[src/hdl/e2lc_pkg.sv]
package e2lc_pkg;

  localparam logic [11:0] BaseYear       = 12'd1970;
  localparam logic [7:0]  YearWalkLimit  = 8'd200;
  localparam logic [7:0]  MonthWalkLimit = 8'd12;
  localparam logic [7:0]  ZoneUnitsReset = 8'd0;
  localparam logic [11:0] ZoneUnitReset  = 12'd900;
  localparam int unsigned PcWidth        = 4;

  // Reciprocals rounded up, exact for the operand ranges they see:
  // seconds / 128 by 675 with a shift of 35, seconds of day / 16 by 225 with 21,
  // seconds of hour / 4 by 15 with 14, and day count plus three by 7 with 19.
  localparam logic [25:0] RecipDays = 26'd50903317;
  localparam logic [25:0] RecipHour = 26'd9321;
  localparam logic [25:0] RecipMin  = 26'd1093;
  localparam logic [25:0] RecipDow  = 26'd74899;

  typedef enum logic [0:0] {
    CFG_ZONE_OFFSET_UNITS = 1'b0,
    CFG_ZONE_UNIT_SECONDS = 1'b1
  } cfg_idx_e;

  typedef enum logic [0:0] {
    ST_IDLE,
    ST_RUN
  } state_e;

  typedef enum logic [3:0] {
    OP_MUL,    // acc = zone offset in seconds
    OP_ADDE,   // acc = acc + epoch
    OP_QUO,    // quotient by reciprocal multiplication, also into the days, hour or minute field
    OP_REM,    // acc = acc - quotient * divisor
    OP_MOVR,   // copy remainder into a result field
    OP_LDDOW,  // acc = days + 3
    OP_YEAR,   // one year of the year walk, repeats while a full year remains and the walk limit is not reached
    OP_MONTH,  // one month of the month walk
    OP_DONE
  } op_e;

  typedef enum logic [2:0] {
    DST_NONE,
    DST_DAYS,
    DST_HOUR,
    DST_MIN,
    DST_SEC,
    DST_DOW
  } dst_e;

  typedef struct packed {
    op_e        op;
    dst_e       dst;
  } uword_t;

  function automatic uword_t ucode(logic [PcWidth-1:0] pc);
    uword_t w;
    w = '{op: OP_DONE, dst: DST_NONE};
    case (pc)
      4'd0:    w = '{op: OP_MUL,   dst: DST_NONE};
      4'd1:    w = '{op: OP_ADDE,  dst: DST_NONE};
      4'd2:    w = '{op: OP_QUO,   dst: DST_DAYS};
      4'd3:    w = '{op: OP_REM,   dst: DST_DAYS};
      4'd4:    w = '{op: OP_QUO,   dst: DST_HOUR};
      4'd5:    w = '{op: OP_REM,   dst: DST_HOUR};
      4'd6:    w = '{op: OP_QUO,   dst: DST_MIN};
      4'd7:    w = '{op: OP_REM,   dst: DST_MIN};
      4'd8:    w = '{op: OP_MOVR,  dst: DST_SEC};
      4'd9:    w = '{op: OP_LDDOW, dst: DST_NONE};
      4'd10:   w = '{op: OP_QUO,   dst: DST_DOW};
      4'd11:   w = '{op: OP_REM,   dst: DST_DOW};
      4'd12:   w = '{op: OP_MOVR,  dst: DST_DOW};
      4'd13:   w = '{op: OP_YEAR,  dst: DST_NONE};
      4'd14:   w = '{op: OP_MONTH, dst: DST_NONE};
      default: w = '{op: OP_DONE,  dst: DST_NONE};
    endcase
    return w;
  endfunction

  function automatic logic [16:0] divisor_of(dst_e dst);
    logic [16:0] d;
    case (dst)
      DST_DAYS: d = 17'd86400;
      DST_HOUR: d = 17'd3600;
      DST_MIN:  d = 17'd60;
      DST_DOW:  d = 17'd7;
      default:  d = 17'd1;
    endcase
    return d;
  endfunction

  function automatic logic [4:0] month_len(logic [3:0] month, logic leap);
    logic [4:0] len;
    case (month)
      4'd2:    len = leap ? 5'd29 : 5'd28;
      4'd4:    len = 5'd30;
      4'd6:    len = 5'd30;
      4'd9:    len = 5'd30;
      4'd11:   len = 5'd30;
      default: len = 5'd31;
    endcase
    return len;
  endfunction

endpackage

[src/hdl/epoch_to_local_calendar.sv]
// Converts UTC seconds since 1970 into local calendar fields. Pulse start while busy is low;
// the result appears for exactly one cycle with done_o high and cannot be held off, so the
// receiver must capture it then. One conversion keeps busy high through its final done step, and the
// result follows in the first cycle with busy low. The conversion is run by a microcoded
// sequencer: each division by the day, hour, minute or week length takes two steps, a
// reciprocal multiply for the quotient and a multiply and subtract for the remainder, and
// the year and month walks take one step per year or month.
// Configuration writes are taken at any time but are meant for when busy is low.
module epoch_to_local_calendar (
  input  logic        clk_i,
  input  logic        rst_ni,
  input  logic        cfg_we_i,
  input  logic        cfg_idx_i,
  input  logic [11:0] cfg_wdata_i,
  input  logic        start,
  output logic        busy,
  input  logic [31:0] epoch_seconds_i,
  output logic        done_o,
  output logic [11:0] year_o,
  output logic [3:0]  month_o,
  output logic [4:0]  day_o,
  output logic [4:0]  hour_o,
  output logic [5:0]  minute_o,
  output logic [5:0]  second_o,
  output logic [2:0]  day_of_week_o
);
  import e2lc_pkg::*;

  logic [7:0]  zone_units_q;
  logic [11:0] zone_unit_q;

  state_e              state_q, state_d;
  logic [PcWidth-1:0]  pc_q, pc_d;
  logic [7:0]          cnt_q, cnt_d;
  logic                done_q, done_d;

  logic [31:0] epoch_q, epoch_d;
  logic [31:0] acc_q, acc_d;
  logic [15:0] quo_q, quo_d;
  logic [15:0] days_q, days_d;
  logic [11:0] year_q, year_d;
  logic [3:0]  month_q, month_d;
  logic [4:0]  hour_q, hour_d;
  logic [5:0]  minute_q, minute_d;
  logic [5:0]  second_q, second_d;
  logic [2:0]  dow_q, dow_d;

  uword_t       uw;
  logic [24:0]  mul_a;
  logic [25:0]  mul_b;
  logic [50:0]  mul_p;
  logic [15:0]  quo_est;
  logic         leap;
  logic [8:0]   ylen;
  logic [4:0]   mlen;
  logic [20:0]  prod;

  always_ff @(posedge clk_i or negedge rst_ni) begin
    if (!rst_ni) begin
      zone_units_q <= ZoneUnitsReset;
      zone_unit_q  <= ZoneUnitReset;
    end else if (cfg_we_i) begin
      case (cfg_idx_e'(cfg_idx_i))
        CFG_ZONE_OFFSET_UNITS: zone_units_q <= cfg_wdata_i[7:0];
        CFG_ZONE_UNIT_SECONDS: zone_unit_q  <= cfg_wdata_i;
        default: ;
      endcase
    end
  end

  always_ff @(posedge clk_i or negedge rst_ni) begin
    if (!rst_ni) begin
      state_q <= ST_IDLE;
      pc_q    <= '0;
      cnt_q   <= '0;
      done_q  <= 1'b0;
    end else begin
      state_q <= state_d;
      pc_q    <= pc_d;
      cnt_q   <= cnt_d;
      done_q  <= done_d;
    end
  end

  always_ff @(posedge clk_i) begin
    epoch_q  <= epoch_d;
    acc_q    <= acc_d;
    quo_q    <= quo_d;
    days_q   <= days_d;
    year_q   <= year_d;
    month_q  <= month_d;
    hour_q   <= hour_d;
    minute_q <= minute_d;
    second_q <= second_d;
    dow_q    <= dow_d;
  end

  assign uw       = ucode(pc_q);
  assign leap     = (year_q[1:0] == 2'b00);
  assign ylen     = leap ? 9'd366 : 9'd365;
  assign mlen     = month_len(month_q, leap);
  // Signed units times unsigned unit size; the product fits in 21 bits.
  assign prod     = $signed({{13{zone_units_q[7]}}, zone_units_q}) *
                    $signed({9'd0, zone_unit_q});

  // The shared multiplier forms the reciprocal product on a quotient step and
  // quotient times divisor on a remainder step.
  always_comb begin
    mul_a = {9'd0, quo_q};
    mul_b = {9'd0, divisor_of(uw.dst)};
    if (uw.op == OP_QUO) begin
      case (uw.dst)
        DST_DAYS: begin
          mul_a = acc_q[31:7];
          mul_b = RecipDays;
        end
        DST_HOUR: begin
          mul_a = {12'd0, acc_q[16:4]};
          mul_b = RecipHour;
        end
        DST_MIN: begin
          mul_a = {15'd0, acc_q[11:2]};
          mul_b = RecipMin;
        end
        DST_DOW: begin
          mul_a = {9'd0, acc_q[15:0]};
          mul_b = RecipDow;
        end
        default: ;
      endcase
    end
  end

  assign mul_p = {26'd0, mul_a} * {25'd0, mul_b};

  always_comb begin
    case (uw.dst)
      DST_DAYS: quo_est = mul_p[50:35];
      DST_HOUR: quo_est = mul_p[36:21];
      DST_MIN:  quo_est = mul_p[29:14];
      DST_DOW:  quo_est = mul_p[34:19];
      default:  quo_est = '0;
    endcase
  end

  always_comb begin
    state_d  = state_q;
    pc_d     = pc_q;
    cnt_d    = cnt_q;
    done_d   = 1'b0;
    epoch_d  = epoch_q;
    acc_d    = acc_q;
    quo_d    = quo_q;
    days_d   = days_q;
    year_d   = year_q;
    month_d  = month_q;
    hour_d   = hour_q;
    minute_d = minute_q;
    second_d = second_q;
    dow_d    = dow_q;

    case (state_q)
      ST_IDLE: begin
        if (start) begin
          epoch_d = epoch_seconds_i;
          year_d  = BaseYear;
          month_d = 4'd1;
          pc_d    = '0;
          cnt_d   = '0;
          quo_d   = '0;
          state_d = ST_RUN;
        end
      end
      ST_RUN: begin
        case (uw.op)
          OP_MUL: begin
            acc_d = {{11{prod[20]}}, prod};
            pc_d  = pc_q + 1'b1;
          end
          OP_ADDE: begin
            acc_d = acc_q + epoch_q;
            pc_d  = pc_q + 1'b1;
          end
          OP_QUO: begin
            quo_d = quo_est;
            case (uw.dst)
              DST_DAYS: days_d   = quo_est;
              DST_HOUR: hour_d   = quo_est[4:0];
              DST_MIN:  minute_d = quo_est[5:0];
              default: ;
            endcase
            pc_d = pc_q + 1'b1;
          end
          OP_REM: begin
            acc_d = acc_q - mul_p[31:0];
            pc_d  = pc_q + 1'b1;
          end
          OP_MOVR: begin
            case (uw.dst)
              DST_SEC: second_d = acc_q[5:0];
              DST_DOW: dow_d    = acc_q[2:0];
              default: ;
            endcase
            pc_d = pc_q + 1'b1;
          end
          OP_LDDOW: begin
            acc_d = {16'd0, days_q} + 32'd3;
            pc_d  = pc_q + 1'b1;
          end
          OP_YEAR: begin
            if (days_q >= {7'd0, ylen} && cnt_q < YearWalkLimit) begin
              days_d = days_q - {7'd0, ylen};
              year_d = year_q + 1'b1;
              cnt_d  = cnt_q + 1'b1;
            end else begin
              cnt_d = '0;
              pc_d  = pc_q + 1'b1;
            end
          end
          OP_MONTH: begin
            if (days_q >= {11'd0, mlen} && cnt_q < MonthWalkLimit) begin
              days_d  = days_q - {11'd0, mlen};
              month_d = month_q + 1'b1;
              cnt_d   = cnt_q + 1'b1;
            end else begin
              cnt_d = '0;
              pc_d  = pc_q + 1'b1;
            end
          end
          OP_DONE: begin
            done_d  = 1'b1;
            state_d = ST_IDLE;
          end
          default: begin
            state_d = ST_IDLE;
          end
        endcase
      end
      default: begin
        state_d = ST_IDLE;
      end
    endcase
  end

  assign busy          = (state_q == ST_RUN);
  assign done_o        = done_q;
  assign year_o        = year_q;
  assign month_o       = month_q;
  assign day_o         = 5'(days_q + 16'd1);
  assign hour_o        = hour_q;
  assign minute_o      = minute_q;
  assign second_o      = second_q;
  assign day_of_week_o = dow_q;

endmodule
[config.mk]
export PLATFORM = sky130hd
export DESIGN_NAME = epoch_to_local_calendar
export DESIGN_NICKNAME = d
export VERILOG_FILES = /design/src/hdl/e2lc_pkg.sv /design/src/hdl/epoch_to_local_calendar.sv
export SDC_FILE = /design/constraint.sdc
export NUM_CORES = 2
export LEC_CHECK = 0
export ABC_AREA = 0
export BUFFER_PORTS_ARGS = -buffer_cell sky130_fd_sc_hd__buf_2
export CAP_MARGIN = 40
export CORE_MARGIN = 3
export CORE_UTILIZATION = 41
export CTS_CLUSTER_SIZE = 12
export DETAILED_ROUTE_END_ITERATION = 6
export PLACE_DENSITY = 0.65
export SETUP_SLACK_MARGIN = 0.1
export SLEW_MARGIN = 20
export SYNTH_ARGS = -nofsm -noshare
export SYNTH_HDL_FRONTEND = slang
export SYNTH_SLANG_ARGS = --single-unit
[constraint.sdc]
create_clock -name clk_i -period 17.96 [get_ports clk_i]
set_input_delay 3.592 -clock clk_i [delete_from_list [all_inputs] [get_ports clk_i]]
set_output_delay 3.592 -clock clk_i [all_outputs]
set_load 0.01 [all_outputs]
==> results.txt <==
The tools report the starting utilization of the core area as 41.6%. In this run the deepest clock path goes through 2 buffers. The die extent in y came out at 284 microns.

The logs give 76,200 sq um for the core footprint and 25,579 for the number of global-route vias before repair. Cells with a size suffix above 1 make up 7.39% of the layout. The worst register-to-register path has a depth of 40. Once routing completed, OpenROAD measured the worst setup slack at 6.00 ns. The slowest stage of the critical path is the dfrtp_1 cell.

The total die area is 80,700 sq um. The count of nets left with antenna violations once routing finished came out at 0. The required time of the critical path came out at 18.15 ns.

For the number of antenna violations at the first check in global routing, the log shows 1. Among cell families on the critical path, the largest total delay comes from adder cells. Die extent in x: 284 microns.

From synthesis to final layout, the design area changed by 7.83%. The biggest area contributor in the post-synthesis netlist is fa_1. Detailed routing inserted a total of 25,099 vias. After detailed routing, the wire length on met1 is 41,200 microns.

Setup repair after global routing left no endpoint under its margin. The transition time of the tightest slew-check pin works out to 0.967 ns. Detailed placement finished with a half-perimeter wire length of 79,400 microns.

The final RePlAce weighted congestion was 0.951; the share of synthesized area occupied by flip-flops and latches was 15.2%. In this run the number of cells on the critical path is 40. The number of failing setup endpoints in the final timing report was 0; the final standard cell utilization of the core was 44.9%. Clock tree synthesis selected as its root buffer the cell clkbuf_16.

The floorplan has 101 rows. In this run the worst path has a maximum fanout of 33. The mapped netlist covers 31,700 sq um.

Detailed routing placed a total of 43,500 microns of wire on met2. The critical path starts at pc_q[0]. The minimum clock period after layout is 11.96 ns.

The number of gates given a new drive strength after cts came out at 0. The buffer count from post-CTS setup fixing is 0. The total global routing overflow came out at 0. The startpoint-to-endpoint class of the critical path is flop to flop.

Synthesis inferred 166 register bits. After the first detailed-routing iteration, the DRC count stood at 2,113. STA puts the critical path data arrival time at 12.15 ns. For the final routed wirelength across all metal layers, the log shows 94,900 microns. The type of element capturing the critical path was a flop.

During placement, the flow inserted port buffers numbering 91. The number of pins exceeding their max-slew limit in the final report was 0; the post-detailed-route DRC marker count was 0. The CTS buffer count is 17.

The worst register-to-register path begins at pc_q[0]. TritonCTS built the clock tree. Before CTS, the worst setup slack after placement is 5.98 ns. The top routing layer in use was met4. The reg-to-reg critical path endpoint was acc_q[31]. Tightest slew margin relative to the limit: 35.6%.

The min-delay analysis places its worst path in the category flop to flop. After detailed routing, the average wire length per cell comes to 20.5 microns. For this run, the leading register cell type out of synthesis is edfxtp_1. The first global-routing pass estimated 148,000 microns of wire. The run finished with clean final reports. In this run the register-to-register setup slack is 6.00 ns. After technology mapping, the gate count stands at 3,483.

92 I/O pins were placed. The first detailed-routing pass took 5 iterations. The final critical path takes up 66.6% of the cycle.

The number of flops mapped to enable cells by yosys is 132. After synthesis, the share of flip-flops with an asynchronous set or reset is 20.5%. For the detailed route wirelength on metal3, the log shows 6450 microns. The later-pin clock latency in the skew report was 0.45 ns; the sum of negative setup slack was 0 ns. In the final design database the tool counted 4,441 nets.

The run gives 38 as the maximum number of pins on one net before global-route repair. The number of failing hold endpoints at the final stage was 0; the combined buffer and inverter count along the critical path was 9. The number of vias per cell after detailed routing was 5.42. The number of clock sinks seen by CTS came out at 166. End point of the critical path: acc_q[31]. The number of distinct standard cells referenced by the synthesized netlist is 106. Clock-pin slew was measured on the worst setup and hold paths at 0.07 ns. The most frequent cell after synthesis was inv_1. A synthesized cell averages 9.10 sq um. Ranked by instance count, the synthesized netlist is headed by inv_1 (680), fa_1 (464), ha_1 (340). Delay of the slowest cell on the worst path: 0.59 ns.

The portion of synthesized cell area occupied by the leading cell type was 29.3%; the max-capacitance violation count was 0. Yosys attributes the largest share of cell area to fa_1 (29%), ha_1 (13%), edfxtp_1 (13%). The layout has 7,401 filler cells. STA classifies the critical path startpoint as a flop. Hold repair after CTS inserted 0 buffers.

The warning count from the yosys run was 0; the global-route usage over all layers was 23.6%. Between clock sinks in the finished design, the worst skew comes to 0.0111 ns. The maximum level of the CTS H-tree is 4, and the fmax is 0.0836 GHz.
[worst min-delay path: cells and delay by family (launching register included)]
| family | cells | cell delay, ns |
|---|---|---|
| flops | 1 | 0.37 |
| compound gates | 1 | 0.06 |
| simple gates | 1 | 0.06 |
[through the flow]
stage	std cells	cell area (sq um)	hold WS, ns
floorplan	3565	32000	0.455
global placement	4585	33400	0.511
detailed placement	4596	33600	0.521
CTS	4626	34100	0.538
global route	4629	34200	0.549
finish	4630	34200	0.536
[layout make-up]
| class | count | area (sq um) | share of cell area (%) |
|---|---|---|---|
| inverter | 685 | 2570 | 7.52 |
| sequential | 166 | 4820 | 14.1 |
| multi-input combinational | 2586 | 24100 | 70.5 |
| tap | 1030 | 1290 | 3.77 |
| clock buffer | 17 | 425 | 1.24 |
| timing repair buffer | 132 | 815 | 2.38 |
| antenna | 1 | 2.50 | 0.00732 |
| clock inverter | 13 | 163 | 0.476 |
[sequential cells by signal (all words and copies together) (netlist names), 8 cells and up]
signal / count
acc_q: 32
epoch_q: 32
days_q: 16
quo_q: 16
year_o: 12
zone_unit_q: 12
cnt_q: 8
zone_units_q: 8
[how the worst min path moves through the flow]
stage	slack, ns	to	cells past startpoint	startpoint
2_1_floorplan	0.45	cnt_q[7]	2	cnt_q[7]
3_3_place_gp	0.51	cnt_q[7]	2	cnt_q[7]
6_report	0.54	cnt_q[7]	2	cnt_q[7]
4_1_cts	0.54	cnt_q[7]	2	cnt_q[7]
5_1_grt	0.55	cnt_q[7]	2	cnt_q[7]
3_5_place_dp	0.52	cnt_q[7]	2	cnt_q[7]
[layout by cell type (no fill, tap or decap), types with 8 or more instances in the layout]
master,n
o21ai_1,22
mux2i_1,34
a21oi_1,128
nor4_1,14
nand2b_1,35
a31oi_1,17
or3_1,25
nand3_1,61
nor2b_1,8
nor3_2,8
dfrtp_1,30
buf_2,91
o22ai_1,15
a21o_1,55
nor2_1,222
inv_1,680
and3_1,23
buf_4,35
o21bai_1,11
o21ai_0,107
clkbuf_16,17
and2_1,93
o21a_1,16
nor3_1,35
nand4_1,33
o211ai_1,19
a221o_1,10
o22a_1,12
a22oi_1,8
mux2_2,23
xnor2_1,64
edfxtp_1,132
nand2_1,332
a211oi_1,18
o221ai_1,20
conb_1,84
ha_1,340
fa_1,464
o31ai_1,10
xor2_1,70
[cells by family (layout without fill, tap and decap cells)]
family / after synthesis / in the layout / share of synthesized area, %
AOI/OAI and AO/OA: 569 / 569 / 12.4
xor gates and xnor gates: 135 / 135 / 3.75
adders and majority gates: 804 / 804 / 42.7
buffers and inverters: 813 / 847 / 9.93
DFF: 166 / 166 / 15.2
muxes: 57 / 57 / 1.89
other: 2 / 85 / 0.0237
and+or+nand+nor: 937 / 937 / 14.1
[layer usage]
| layer | vias up | global-route usage [%] |
|---|---|---|
| li1 | 11533 | - |
| met1 | 12413 | 32.3 |
| met2 | 965 | 38.6 |
| met3 | 188 | 2.89 |
| met4 | 0 | 8.60 |
| met5 | - | 0 |
Power is not shown: default switching activity piles up to over one toggle a cycle in this logic, so the estimate is an artifact.
